==> config.mk <==
export PLATFORM = sky130hd
export DESIGN_NAME = url_query_decoder
export DESIGN_NICKNAME = d
export VERILOG_FILES = /design/src/hdl/uqd_pkg.sv /design/src/hdl/uqd_front.sv /design/src/hdl/uqd_fifo.sv /design/src/hdl/uqd_back.sv /design/src/hdl/url_query_decoder.sv
export VERILOG_INCLUDE_DIRS = /design/src /design/src/hdl
export SDC_FILE = /design/constraint.sdc
export NUM_CORES = 1
export LEC_CHECK = 0
export BUFFER_PORTS_ARGS = -buffer_cell sky130_fd_sc_hd__buf_2
export CORE_MARGIN = 5
export CORE_UTILIZATION = 59
export CTS_CLUSTER_DIAMETER = 120
export DETAILED_ROUTE_END_ITERATION = 10
export PLACE_DENSITY_LB_ADDON = 0.08
export SYNTH_ARGS = -nofsm -noshare
export SYNTH_HDL_FRONTEND = slang
export SYNTH_HIERARCHICAL = 1
export SYNTH_SLANG_ARGS = --single-unit
==> constraint.sdc <==
create_clock -name clk_i -period 9.59 [get_ports clk_i]
set_clock_uncertainty 0.05 [all_clocks]
set_input_delay 1.918 -clock clk_i [delete_from_list [all_inputs] [get_ports clk_i]]
set_output_delay 1.918 -clock clk_i [all_outputs]
set_load 0.05 [all_outputs]
==> src/hdl/url_query_decoder_assert.svh <==
// Assertion helpers for the RTL files, used by uqd_back.
`ifndef URL_QUERY_DECODER_ASSERT_SVH
`define URL_QUERY_DECODER_ASSERT_SVH

// Property checked on every rising edge outside reset.
`define UQD_ASSERT(lbl, clk, rst_n, prop, msg) \
  lbl: assert property (@(posedge clk) disable iff (!rst_n) prop) else $error(msg);

// Condition that must never be true outside reset.
`define UQD_ASSERT_NEVER(lbl, clk, rst_n, cond, msg) \
  lbl: assert property (@(posedge clk) disable iff (!rst_n) !(cond)) else $error(msg);

`endif

==> src/hdl/uqd_pkg.sv <==
// ----------------------------------------------------------------------------
// uqd_pkg
// Shared types and constants of the URL query decoder.
// ----------------------------------------------------------------------------
`default_nettype none

package uqd_pkg;

  typedef enum logic [2:0] {
    KIND_PATH     = 3'd0,
    KIND_KEY      = 3'd1,
    KIND_VALUE    = 3'd2,
    KIND_PATH_END = 3'd3,
    KIND_PAIR_END = 3'd4,
    KIND_ERROR    = 3'd5
  } kind_e;

  typedef enum logic [2:0] {
    ERR_NONE      = 3'd0,
    ERR_TRUNCATED = 3'd1,
    ERR_BAD_HEX   = 3'd2,
    ERR_NO_EQUALS = 3'd3,
    ERR_EMPTY_KEY = 3'd4
  } err_e;

  typedef struct packed {
    kind_e      kind;
    logic [7:0] data;
    err_e       err;
  } result_t;

  // All results caused by one input byte.
  typedef struct packed {
    result_t first;
    result_t second;
    logic    two;
  } packet_t;

  localparam int unsigned FIFO_DEPTH = 4;
  localparam int unsigned FIFO_AW    = $clog2(FIFO_DEPTH);

  typedef logic [FIFO_AW-1:0] fifo_ptr_t;
  typedef logic [FIFO_AW:0]   fifo_cnt_t;

  localparam fifo_cnt_t FIFO_CNT_FULL = fifo_cnt_t'(FIFO_DEPTH);

endpackage

`default_nettype wire

==> src/hdl/uqd_front.sv <==
// ----------------------------------------------------------------------------
// uqd_front
// Parses one URL byte per cycle while accept_i is high and forms the packet of results it causes.
// ----------------------------------------------------------------------------
`default_nettype none

module uqd_front
  import uqd_pkg::*;
(
  input  wire logic       clk_i,
  input  wire logic       rst_ni,
  input  wire logic       accept_i,
  input  wire logic [7:0] in_byte_i,
  input  wire logic       end_of_string_i,
  output packet_t         pkt_o,
  output logic            pkt_valid_o
);

  typedef enum logic [1:0] {PH_PATH, PH_KEY, PH_VALUE, PH_ERROR} phase_e;
  typedef enum logic [1:0] {ESC_NONE, ESC_HIGH, ESC_LOW} esc_e;

  localparam logic [7:0] CH_QUESTION = 8'h3F;
  localparam logic [7:0] CH_AMP      = 8'h26;
  localparam logic [7:0] CH_EQUALS   = 8'h3D;
  localparam logic [7:0] CH_PERCENT  = 8'h25;

  // {valid, nibble}
  function automatic logic [4:0] hex_decode(input logic [7:0] c);
    logic [4:0] r;
    r = 5'b0_0000;
    if (c >= 8'h30 && c <= 8'h39) begin
      r = {1'b1, c[3:0]};
    end else if ((c >= 8'h61 && c <= 8'h66) || (c >= 8'h41 && c <= 8'h46)) begin
      r = {1'b1, 4'(c[2:0] + 3'd1) + 4'd8};
    end
    return r;
  endfunction

  phase_e     phase_q, phase_d, ph_mid;
  esc_e       esc_q, esc_d, esc_mid;
  logic [3:0] hn_q, hn_d, hn_mid;
  logic       kne_q, kne_d, kne_mid;

  logic       m_vld, e_vld, do_data;
  result_t    m_res, e_res;
  logic [4:0] hex;
  kind_e      data_kind;

  always_comb begin
    ph_mid    = phase_q;
    esc_mid   = esc_q;
    hn_mid    = hn_q;
    kne_mid   = kne_q;
    m_vld     = 1'b0;
    m_res     = '{kind: KIND_PATH, data: 8'h00, err: ERR_NONE};
    e_vld     = 1'b0;
    e_res     = '{kind: KIND_PATH, data: 8'h00, err: ERR_NONE};
    do_data   = 1'b0;
    hex       = hex_decode(in_byte_i);
    data_kind = (phase_q == PH_KEY) ? KIND_KEY : KIND_VALUE;

    unique case (phase_q)
      PH_PATH: begin
        m_vld = 1'b1;
        if (in_byte_i == CH_QUESTION) begin
          m_res.kind = KIND_PATH_END;
          ph_mid     = PH_KEY;
        end else begin
          m_res.data = in_byte_i;
        end
      end
      PH_KEY: begin
        if (in_byte_i == CH_AMP) begin
          m_vld = 1'b1;
          m_res = '{kind: KIND_ERROR, data: 8'h00, err: ERR_NO_EQUALS};
        end else if (in_byte_i == CH_EQUALS) begin
          if (esc_q != ESC_NONE) begin
            m_vld = 1'b1;
            m_res = '{kind: KIND_ERROR, data: 8'h00, err: ERR_TRUNCATED};
          end else if (!kne_q) begin
            m_vld = 1'b1;
            m_res = '{kind: KIND_ERROR, data: 8'h00, err: ERR_EMPTY_KEY};
          end else begin
            ph_mid = PH_VALUE;
          end
        end else begin
          kne_mid = 1'b1;
          do_data = 1'b1;
        end
      end
      PH_VALUE: begin
        if (in_byte_i == CH_AMP) begin
          m_vld = 1'b1;
          if (esc_q != ESC_NONE) begin
            m_res = '{kind: KIND_ERROR, data: 8'h00, err: ERR_TRUNCATED};
          end else begin
            m_res.kind = KIND_PAIR_END;
            ph_mid     = PH_KEY;
            kne_mid    = 1'b0;
          end
        end else begin
          do_data = 1'b1;
        end
      end
      PH_ERROR: begin
      end
      default: begin
      end
    endcase

    if (do_data) begin
      if (esc_q == ESC_NONE) begin
        if (in_byte_i == CH_PERCENT) begin
          esc_mid = ESC_HIGH;
        end else begin
          m_vld = 1'b1;
          m_res = '{kind: data_kind, data: in_byte_i, err: ERR_NONE};
        end
      end else if (!hex[4]) begin
        m_vld = 1'b1;
        m_res = '{kind: KIND_ERROR, data: 8'h00, err: ERR_BAD_HEX};
      end else if (esc_q == ESC_HIGH) begin
        hn_mid  = hex[3:0];
        esc_mid = ESC_LOW;
      end else begin
        m_vld   = 1'b1;
        m_res   = '{kind: data_kind, data: {hn_q, hex[3:0]}, err: ERR_NONE};
        esc_mid = ESC_NONE;
      end
    end

    if (m_vld && m_res.kind == KIND_ERROR) begin
      ph_mid  = PH_ERROR;
      esc_mid = ESC_NONE;
    end

    if (end_of_string_i) begin
      unique case (ph_mid)
        PH_PATH: begin
          e_vld      = 1'b1;
          e_res.kind = KIND_PATH_END;
        end
        PH_KEY: begin
          // '?' on the final byte leaves an empty query
          if (phase_q != PH_PATH) begin
            e_vld = 1'b1;
            e_res = '{kind: KIND_ERROR, data: 8'h00, err: ERR_NO_EQUALS};
          end
        end
        PH_VALUE: begin
          e_vld = 1'b1;
          if (esc_mid != ESC_NONE) begin
            e_res = '{kind: KIND_ERROR, data: 8'h00, err: ERR_TRUNCATED};
          end else begin
            e_res.kind = KIND_PAIR_END;
          end
        end
        PH_ERROR: begin
        end
        default: begin
        end
      endcase
      phase_d = PH_PATH;
      esc_d   = ESC_NONE;
      hn_d    = 4'h0;
      kne_d   = 1'b0;
    end else begin
      phase_d = ph_mid;
      esc_d   = esc_mid;
      hn_d    = hn_mid;
      kne_d   = kne_mid;
    end

    if (m_vld) begin
      pkt_o.first  = m_res;
      pkt_o.second = e_res;
      pkt_o.two    = e_vld;
    end else begin
      pkt_o.first  = e_res;
      pkt_o.second = e_res;
      pkt_o.two    = 1'b0;
    end
    pkt_valid_o = accept_i && (m_vld || e_vld);
  end

  always_ff @(posedge clk_i or negedge rst_ni) begin
    if (!rst_ni) begin
      phase_q <= PH_PATH;
      esc_q   <= ESC_NONE;
      hn_q    <= 4'h0;
      kne_q   <= 1'b0;
    end else if (accept_i) begin
      phase_q <= phase_d;
      esc_q   <= esc_d;
      hn_q    <= hn_d;
      kne_q   <= kne_d;
    end
  end

endmodule

`default_nettype wire

==> src/hdl/uqd_fifo.sv <==
// ----------------------------------------------------------------------------
// uqd_fifo
// Short packet queue between the parser and the result serializer.
// ----------------------------------------------------------------------------
`default_nettype none

module uqd_fifo
  import uqd_pkg::*;
(
  input  wire logic    clk_i,
  input  wire logic    rst_ni,
  input  wire logic    wr_en_i,
  input  wire packet_t wr_pkt_i,
  input  wire logic    rd_en_i,
  output packet_t      rd_pkt_o,
  output logic         full_o,
  output logic         empty_o
);

  packet_t   mem_q [FIFO_DEPTH];
  fifo_ptr_t wr_ptr_q, rd_ptr_q;
  fifo_cnt_t cnt_q;

  assign rd_pkt_o = mem_q[rd_ptr_q];
  assign full_o   = (cnt_q == FIFO_CNT_FULL);
  assign empty_o  = (cnt_q == '0);

  always_ff @(posedge clk_i) begin
    if (wr_en_i) begin
      mem_q[wr_ptr_q] <= wr_pkt_i;
    end
  end

  always_ff @(posedge clk_i or negedge rst_ni) begin
    if (!rst_ni) begin
      wr_ptr_q <= '0;
      rd_ptr_q <= '0;
      cnt_q    <= '0;
    end else begin
      if (wr_en_i) begin
        wr_ptr_q <= wr_ptr_q + fifo_ptr_t'(1);
      end
      if (rd_en_i) begin
        rd_ptr_q <= rd_ptr_q + fifo_ptr_t'(1);
      end
      if (wr_en_i && !rd_en_i) begin
        cnt_q <= cnt_q + fifo_cnt_t'(1);
      end else if (!wr_en_i && rd_en_i) begin
        cnt_q <= cnt_q - fifo_cnt_t'(1);
      end
    end
  end

endmodule

`default_nettype wire

==> src/hdl/uqd_back.sv <==
// ----------------------------------------------------------------------------
// uqd_back
// Serializes queued packets into single result transactions.
// ----------------------------------------------------------------------------
`default_nettype none

`include "url_query_decoder_assert.svh"

module uqd_back
  import uqd_pkg::*;
(
  input  wire logic        clk_i,
  input  wire logic        rst_ni,
  input  wire packet_t     head_i,
  input  wire logic        head_empty_i,
  output logic             head_rd_o,
  input  wire logic        pop,
  output logic             empty,
  output logic [2:0]       kind_o,
  output logic [7:0]       out_byte_o,
  output logic [2:0]       error_code_o,
  output logic             last_of_run_o
);

  logic    sel_q, sel_d;
  result_t res;
  logic    take;
  logic    take_first;
  logic    res_is_data;

  assign res           = sel_q ? head_i.second : head_i.first;
  assign empty         = head_empty_i;
  assign kind_o        = res.kind;
  assign out_byte_o    = res.data;
  assign error_code_o  = res.err;
  assign last_of_run_o = sel_q || !head_i.two;

  assign take      = pop && !head_empty_i;
  assign head_rd_o = take && (sel_q || !head_i.two);

  assign take_first  = take && !sel_q && head_i.two;
  assign res_is_data = res.kind inside {KIND_PATH, KIND_KEY, KIND_VALUE};

  always_comb begin
    sel_d = sel_q;
    if (take) begin
      sel_d = !head_rd_o;
    end
  end

  always_ff @(posedge clk_i or negedge rst_ni) begin
    if (!rst_ni) begin
      sel_q <= 1'b0;
    end else begin
      sel_q <= sel_d;
    end
  end

  `UQD_ASSERT(a_sel_two, clk_i, rst_ni, sel_q |-> (head_i.two && !head_empty_i), "bad select")
  `UQD_ASSERT(a_first_then_second, clk_i, rst_ni, take_first |=> (sel_q && !empty), "lost second")
  `UQD_ASSERT(a_second_kind, clk_i, rst_ni, sel_q |-> !res_is_data, "second result is data")
  `UQD_ASSERT_NEVER(a_mark_data, clk_i, rst_ni, !empty && !res_is_data && |res.data, "marker data")

endmodule

`default_nettype wire

==> src/hdl/url_query_decoder.sv <==
// Results leave the head of a registered packet queue in byte order. Throughput: one
// byte per cycle in while full is low; one result transaction per cycle out while
// pop is high and empty is low, so a byte with two results takes two pops. A four-entry
// packet queue sets how far input may run ahead of a stalled output before full rises.
// Reset (rst_ni low, asynchronous) returns the parser to the path and empties the queue.
// ----------------------------------------------------------------------------
// url_query_decoder
// Splits a URL into path, key and value bytes, percent-decoding keys and values.
// ----------------------------------------------------------------------------
`default_nettype none

module url_query_decoder
  import uqd_pkg::*;
(
  input  wire logic       clk_i,
  input  wire logic       rst_ni,
  input  wire logic       push,
  output logic            full,
  input  wire logic [7:0] in_byte_i,
  input  wire logic       end_of_string_i,
  output logic            empty,
  input  wire logic       pop,
  output logic [2:0]      kind_o,
  output logic [7:0]      out_byte_o,
  output logic [2:0]      error_code_o,
  output logic            last_of_run_o
);

  logic    accept;
  packet_t pkt, head;
  logic    pkt_valid, head_empty, head_rd;

  assign accept = push && !full;

  uqd_front u_front (
    .clk_i           (clk_i),
    .rst_ni          (rst_ni),
    .accept_i        (accept),
    .in_byte_i       (in_byte_i),
    .end_of_string_i (end_of_string_i),
    .pkt_o           (pkt),
    .pkt_valid_o     (pkt_valid)
  );

  uqd_fifo u_fifo (
    .clk_i    (clk_i),
    .rst_ni   (rst_ni),
    .wr_en_i  (pkt_valid),
    .wr_pkt_i (pkt),
    .rd_en_i  (head_rd),
    .rd_pkt_o (head),
    .full_o   (full),
    .empty_o  (head_empty)
  );

  uqd_back u_back (
    .clk_i         (clk_i),
    .rst_ni        (rst_ni),
    .head_i        (head),
    .head_empty_i  (head_empty),
    .head_rd_o     (head_rd),
    .pop           (pop),
    .empty         (empty),
    .kind_o        (kind_o),
    .out_byte_o    (out_byte_o),
    .error_code_o  (error_code_o),
    .last_of_run_o (last_of_run_o)
  );

endmodule

`default_nettype wire

# Word-level counts from Yosys, hierarchy flattened
# Memory sizes are Yosys's and may differ from the RTL's.
# Cells that the tools add are included.
[word_totals]
reg_bits = 17
ram_bits = 116
input_bits = 13
out_inout_bits = 17
memories = 1
[mem_list]
columns = ["name", "words", "word_bits", "read_ports", "rd_clocked_by_memory_dff", "write_ports", "line", "rtl"]
rows = [
  ["u_fifo.mem_q", 4, 29, 1, 0, 1, "uqd_fifo.sv:20", "packet_t mem_q [FIFO_DEPTH];"],
]
[classes]
n_addsub = 6
n_lt_le_gt_ge = 6
n_eq_ne = 16
muxes = 77
n_reduce_logical = 33
[ops]
columns = ["op", "n"]
rows = [
  ["$mux 14", 13],
  ["$mux 2", 18],
  ["$pmux 11 s3", 1],
  ["$eq 8x6->1 const B", 4],
  ["$mux 29", 1],
  ["$mux 1", 26],
  ["$pmux 11 s2", 1],
  ["$mux 4", 5],
  ["$ge 8x7->1 const B", 2],
  ["$le 8x7->1 const B", 2],
  ["$reduce_bool 2->1", 7],
  ["$logic_and 1x1->1", 10],
  ["$mux 5", 2],
  ["$ne 3x3->1 const B", 3],
  ["$pmux 3 s3", 1],
  ["$ge 8x6->1 const B", 1],
  ["$le 8x6->1 const B", 1],
  ["$mux 8", 1],
  ["$eq 2x1->1 const B", 3],
  ["$eq 3x3->1 const B", 2],
  ["$logic_not 2->1", 3],
  ["$mux 3", 2],
  ["$pmux 1 s2", 3],
  ["$pmux 2 s3", 1],
  ["other kinds (17)", 25],
]

# Longest topological paths before layout
[logic_depth]
depth_word = 22
mapped_depth = 21
mapped_depth_nobuf = 19

# Cells and area by module
# Netlist, hierarchy kept.
[by_module_without_submodules]
columns = ["mod", "instances", "cells_per_inst", "area_per_inst_um2"]
rows = [
  ["uqd_fifo", 1, 185, 4578.1],
  ["uqd_front", 1, 216, 1781.7],
  ["uqd_back", 1, 23, 287.8],
  ["url_query_decoder", 1, 1, 13.8],
]

# Least setup slack after synthesis
# OpenSTA, ideal clock, no wires.
[synth_path]
path_type = "input -> register"
startpoint = "in in_byte_i[1]"
endpoint = "mem u_fifo/mem_q[0][0] in the netlist's numbering (enable)"
setup_time_ns = 0.389
arrival_time_ns = 5.450
setup_slack_ns = 3.701
cell_stages = 14
n_path_buf = 0
path_cell_list = "inv_1 > ha_1 > o21bai_4 > a2111o_1 > a32o_1 > nand3_2 > a21oi_4 > nor2b_1 > inv_1 > ha_1 > nor2_1 > nor3_1 > a311oi_1 > and2_1"
[synth_between]
elab_chain_len = 19
elab_cells_between_ends = 57
classes_between = "order compare: 6; eq/ne: 7; mux: 35; reduce/logical: 9"
[synth_rtl]
columns = ["item", "line", "rtl"]
rows = [
  ["from (decl)", "url_query_decoder.sv:19", "input wire logic [7:0] in_byte_i,"],
  ["$ge 8x7->1, or another cell as far along", "uqd_front.sv:33", "end else if ((c >= 8'h61 && c <= 8'h66) || (c >= 8'h41 && c <= 8'h46)) begin"],
  ["$logic_and 1x1->1 or $mux 14 (tied branches)", "uqd_front.sv:33, uqd_front.sv:76", ""],
  ["$logic_or 1x1->1 or $mux 14 (tied branches)", "uqd_front.sv:33, uqd_front.sv:73", ""],
  ["$mux 5 or $pmux 11 s3 (tied branches)", "uqd_front.sv:33, uqd_front.sv:62", ""],
  ["$mux 5 or $mux 14 (tied branches)", "uqd_front.sv:31, uqd_front.sv:122", ""],
  ["$mux 14", "uqd_front.sv:119", "end else if (!hex[4]) begin"],
  ["$mux 14", "uqd_front.sv:112", "if (esc_q == ESC_NONE) begin"],
  ["$mux 14", "uqd_front.sv:111", "if (do_data) begin"],
  ["(+4 left out)", "--", ""],
  ["$reduce_or 2->1 (no source line)", "--", ""],
  ["$pmux 1 s2", "uqd_front.sv:138", "unique case (ph_mid)"],
  ["$mux 1", "uqd_front.sv:137", "if (end_of_string_i) begin"],
  ["$logic_or 1x1->1 *", "uqd_front.sv:183", "pkt_valid_o = accept_i && (m_vld || e_vld);"],
  ["$logic_and 1x1->1 *", "uqd_front.sv:183", ""],
  ["net pkt_valid", "url_query_decoder.sv:31", "logic pkt_valid, head_empty, head_rd;"],
  ["$mux 1 *", "uqd_fifo.sv:29", "if (wr_en_i) begin"],
  ["$mux 1 (implied by the code) *", "uqd_fifo.sv:30", "mem_q[wr_ptr_q] <= wr_pkt_i;"],
  ["to (decl)", "uqd_fifo.sv:20", ""],
]
# The timed path passes the listed nets; every way through them passes the cells marked *.

# Worst setup path after layout
[layout_path]
startpoint = "in in_byte_i[1]"
endpoint = "reg u_fifo.cnt_q[2]"
[layout_between]
elab_chain_len = 20
elab_cells_between_ends = 60
classes_between = "order compare: 6; eq/ne: 7; mux: 34; reduce/logical: 13"
[layout_rtl]
columns = ["item", "line", "rtl"]
rows = [
  ["$ge 8x7->1, or another cell as far along", "uqd_front.sv:33", ""],
  ["$logic_and 1x1->1 or $mux 14 (tied branches)", "uqd_front.sv:33, uqd_front.sv:76", ""],
  ["$logic_or 1x1->1 or $mux 14 (tied branches)", "uqd_front.sv:33, uqd_front.sv:73", ""],
  ["$mux 5 or $pmux 11 s3 (tied branches)", "uqd_front.sv:33, uqd_front.sv:62", ""],
  ["$mux 5 or $mux 14 (tied branches)", "uqd_front.sv:31, uqd_front.sv:122", ""],
  ["$mux 14", "uqd_front.sv:119", ""],
  ["$mux 14", "uqd_front.sv:112", ""],
  ["$mux 14", "uqd_front.sv:111", ""],
  ["(+5 left out)", "--", ""],
  ["$pmux 1 s2", "uqd_front.sv:138", ""],
  ["$mux 1", "uqd_front.sv:137", ""],
  ["$logic_or 1x1->1 *", "uqd_front.sv:183", ""],
  ["$logic_and 1x1->1 *", "uqd_front.sv:183", ""],
  ["net pkt_valid", "url_query_decoder.sv:31", ""],
  ["$logic_not 1->1", "uqd_fifo.sv:48", "end else if (!wr_en_i && rd_en_i) begin"],
  ["$logic_and 1x1->1", "uqd_fifo.sv:48", ""],
  ["$reduce_bool 2->1 (no source line)", "--", ""],
  ["to (signal assigned)", "uqd_fifo.sv:47", "cnt_q <= cnt_q + fifo_cnt_t'(1);"],
  ["to (signal assigned)", "uqd_fifo.sv:49", "cnt_q <= cnt_q - fifo_cnt_t'(1);"],
  ["to (decl)", "uqd_fifo.sv:22", "fifo_cnt_t cnt_q;"],
]
# Marks and branches as above.
# A chain may end at the register's enable or synchronous reset.

==> PnR_summary.wiki <==
{| class="wikitable"
! Metric !! Value
|-
| Leakage power || 0.00269 uW
|-
| Clock Latency Late Sink || 0.41 ns
|-
| Net switching power || 748 uW
|-
| Total standard cell area after synthesis || 6660 sq um
|-
| Row count || 38
|-
| Multiplexer fraction of the synthesized cell area || 13.1%
|-
| Vias in the first global route || 3865
|-
| Unrepaired setup endpoints after global routing || false
|-
| Post-synthesis simple-gate area fraction || 8.70%
|-
| H-tree depth || 4
|-
| Max Cap Violations || 0
|-
| Stages on the worst setup path || 21
|-
| Overall fraction of global-route tracks in use || 20.7%
|-
| Drt initial violations || 324
|-
| Overflow after GRT || 0
|-
| Number of hold buffers added after CTS || 0
|-
| Root buf cell || clkbuf_16
|-
| Crit path buf inv count || 5
|-
| Area of combinational cells with multiple inputs || 2500 sq um
|-
| Data required time at the worst endpoint || 9.87 ns
|-
| Predominant post-synthesis flop cell || edfxtp_1
|-
| Time the final worst path needs with I/O delays and setup || 5.80 ns
|-
| Part of the cycle the worst path needs || 60.4%
|-
| Final number of max-transition violations || 0
|-
| Proportion of power drawn by combinational gates || 34.2%
|-
| Run status || complete, no violations
|-
| GRT met3 Usage || 3.63%
|-
| Sum of negative setup slack || 0 ns
|-
| Cell total after placement || 580
|-
| Ordered list of cells on the worst path || buf_2 > inv_1 > ha_1 > o21bai_4 > a2111oi_4 > nor2_1 > a32oi_2 > a21oi_4 > nor2b_1 > inv_1 > ha_1 > nor2_1 > nor3_1 > a311oi_1 > buf_4 > ha_1 > inv_1 > fa_1 > xor2_1 > nor2_1 > xor2_1
|-
| Die W || 116 microns
|-
| Classification of the worst-slack hold path || register to register
|-
| Diodes inserted || 0
|-
| Register share of total power || 36.2%
|-
| Cell depth of the worst min-delay path || 1
|-
| Post-synthesis share of cell area spent on xor and xnor gates || 0.789%
|-
| CTS sink count || 133
|-
| First-pass iteration count of the detailed router || 5
|-
| Post-synthesis cell count || 425
|-
| Count of flip-flops with a built-in enable after synthesis || 116
|-
| Library cells used by synthesis || 83
|-
| Number of port buffers || 29
|-
| Average detailed-routed wire length per instance || 20.9 microns
|-
| Kind of start point of the critical path || input port
|-
| Overall die area || 13500 sq um
|-
| Buffers inserted by post-CTS timing repair || 0
|-
| Type of the worst setup path || input port to register
|-
| Detailed-route DRC error count || 0
|-
| Met1 track demand over resource in global routing || 28.7%
|-
| Placeable core region || 10900 sq um
|-
| Total wirelength of the detailed-routed design || 12800 microns
|-
| Synth warnings || 6
|-
| Switching part of the total || 33.5%
|-
| Vias post-DR || 3797
|-
| TritonCTS clock tree || built
|-
| Post-synth ARST share || 12.8%
|-
| Kind of cell adding the most delay to the critical path || compound AO/OA/AOI/OAI gates
|-
| Ratio of total power to cell area || 299 nW/um^2
|-
| Number of endpoints failing setup at the final stage || 0
|-
| Number of endpoints with negative hold slack in the final report || 0
|-
| Most Crowded Layer GR || met2
|-
| Worst path slowest cell || a2111oi_4
|-
| Clock share of power || 29.6%
|-
| Vias per inst || 6.20
|-
| Effective utilization at floorplan || 60.9%
|-
| Number of top-level design ports || 30
|-
| Slew at the pin closest to its max-slew limit || 0.887 ns
|-
| Clock input transition at the sequential cells of the worst setup and hold paths || 0.06 ns
|-
| Num CTS Buffers || 17
|-
| Peak Freq || 0.173 GHz
|-
| Initial antenna violation count || 0
|-
| Data arrival time of the critical path || 6.08 ns
|-
| Crit-path max cell delay || 0.51 ns
|-
| Synthesized-area fraction occupied by ao, oa, aoi and oai cells || 10.8%
|-
| Largest family of logic cells by synthesized area || multiplexers
|-
| Growth of design area from synthesis to finish || 11.9%
|-
| Total half-perimeter wirelength after legalization and detailed placement || 8210 microns
|-
| Deepest clock path buffer count || 2
|-
| Global Route met2 Usage || 33.4%
|-
| Maximum VDD drop || 0.215 mV
|-
| Worst Reg2Reg Path Length in Cells || 20
|-
| Post-synthesis sequential element count || 133
|-
| Filler instances || 750
|-
| Layout cells sized above 1 || 28.2%
|-
| Average size of a mapped cell || 15.7 sq um
|-
| Antenna Violating Nets Remaining || 0
|-
| Final weighted congestion of routability-driven global placement || 0.902
|-
| Floorplan die height || 116 microns
|-
| Storage element area || 3910 sq um
|-
| Pin count of the biggest net entering global routing || 32
|-
| Internal Power || 1480 uW
|-
| Post-route non-filler standard cell count || 612
|-
| Category of the worst setup path capture point || register
|-
| Worst slew margin relative to its limit || 40.0%
|-
| Global-route wire length before repair || 20800 microns
|-
| Adder-cell share of the synthesized area || 3.68%
|-
| Sequential cell area fraction in the yosys report || 58.7%
|-
| Worst setup margin || 3.79 ns
|-
| Total number of nets in the final design || 491
|-
| Post-CTS resize count || 0
|-
| Worst slack at placement || 3.45 ns
|-
| Maximum fanout encountered on the critical timing path || 8
|-
| Design Power || 2230 uW
|}
[metal layers]
layer  vias to the layer above  part of all wire, %  wire length, microns
li1                       1734                    -                     -
met1                      1926                   44                  5600
met2                       124                   50                  6330
met3                        13                  5.2                   665
met4                         0                  1.3                   170
met5                         -                    0                     0
[layout make-up]
class	count	area share [%]
multi-input combinational	255	33.5
tap	140	2.35
inverter	16	0.806
clock buffer	18	5.76
timing repair buffer	36	2.65
sequential	133	52.5
clock inverter	14	2.47
[sequential cells by signal (all words and copies together) (netlist names)]
register         flops
u_fifo/mem_q       116
u_front/esc_q        2
u_front/kne_q        1
u_fifo/cnt_q         3
u_back/sel_q         1
u_fifo/rd_ptr_q      2
u_front/phase_q      2
u_front/hn_q         4
u_fifo/wr_ptr_q      2
[through the flow]
stage                     util [%]  cell area (sq um)  hold WS, ns
after floorplan                  -               6690        0.406
after global placement        62.6               6840        0.412
after detailed placement      62.6               6840        0.413
after CTS                     68.2               7450        0.426
after global routing          68.2               7450        0.441
final                         68.2               7450        0.421
[power by group through the flow]
stage                     clock network [uW]  logic (uW)  registers (uW)
after global routing                     700         819             820
after floorplan                            0         653             796
final                                    662         763             808
after CTS                                671         778             810
after detailed placement                   0         772             821
after global placement                     0         764             813
[cells in the mapped netlist, types with 6 or more instances]
master	n	area, sq um
nand2_1	28	105
and2_1	8	50.1
ha_1	18	225
o21ai_0	9	45.0
mux2_2	6	67.6
o22ai_1	6	37.5
inv_1	15	56.3
mux2_4	9	135
a21oi_1	7	35.0
clkbuf_1	6	22.5
a22o_1	8	70.1
dfrtp_1	17	425
edfxtp_1	116	3480
buf_4	11	82.6
buf_6	7	78.8
nor2_1	15	56.3
mux4_2	28	631
[cell families after synthesis]
| kind of cell | after synthesis |
|---|---|
| AOI/OAI and AO/OA | 81 |
| muxes | 45 |
| buffers and inverters | 45 |
| and+or+nand+nor | 95 |
| adders and majority gates | 19 |
| DFF | 133 |
| xor gates and xnor gates | 6 |
| other | 1 |
[path summary, 6_finish.rpt]
kind,from,endpoint,slack [ns]
max,in_byte_i[1],u_fifo/cnt_q[2]$_DFFE_PN0P_,3.79
min,u_fifo/rd_ptr_q[1]$_DFFE_PN0P_,u_fifo/rd_ptr_q[1]$_DFFE_PN0P_,0.42
max reg2reg,u_front/phase_q[0]$_DFFE_PN0P_,u_fifo/cnt_q[2]$_DFFE_PN0P_,5.05
min reg2reg,u_fifo/rd_ptr_q[1]$_DFFE_PN0P_,u_fifo/rd_ptr_q[1]$_DFFE_PN0P_,0.42
max in group asynchronous,rst_ni,u_fifo/rd_ptr_q[0]$_DFFE_PN0P_,7.74
min in group asynchronous,rst_ni,u_fifo/cnt_q[2]$_DFFE_PN0P_,1.41
[cells in the final DEF (no fill, tap or decap), drive strengths merged, types with 9 or more instances in the layout]
| master | instances |
|---|---|
| mux2 | 15 |
| inv | 17 |
| clkbuf | 18 |
| ha | 18 |
| dfrtp | 17 |
| nand2 | 28 |
| buf | 36 |
| o21ai | 11 |
| nor2 | 17 |
| edfxtp | 116 |
| a21oi | 9 |
| conb | 9 |
| mux4 | 29 |
[worst reg2reg max path, stage by stage (launching register included)]
cell and delay [ns]:
dfrtp_1 0.38, inv_1 0.11, ha_1 0.33, nand4b_1 0.26
a21o_1 0.24, and2_1 0.28, a32oi_2 0.35, a21oi_4 0.11
nor2b_1 0.26, inv_1 0.11, ha_1 0.22, nor2_1 0.16
nor3_1 0.09, a311oi_1 0.26, buf_4 0.20, ha_1 0.20
inv_1 0.06, fa_1 0.38, xor2_1 0.17, nor2_1 0.11
xor2_1 0.15
(Power assumes the default switching activity.)
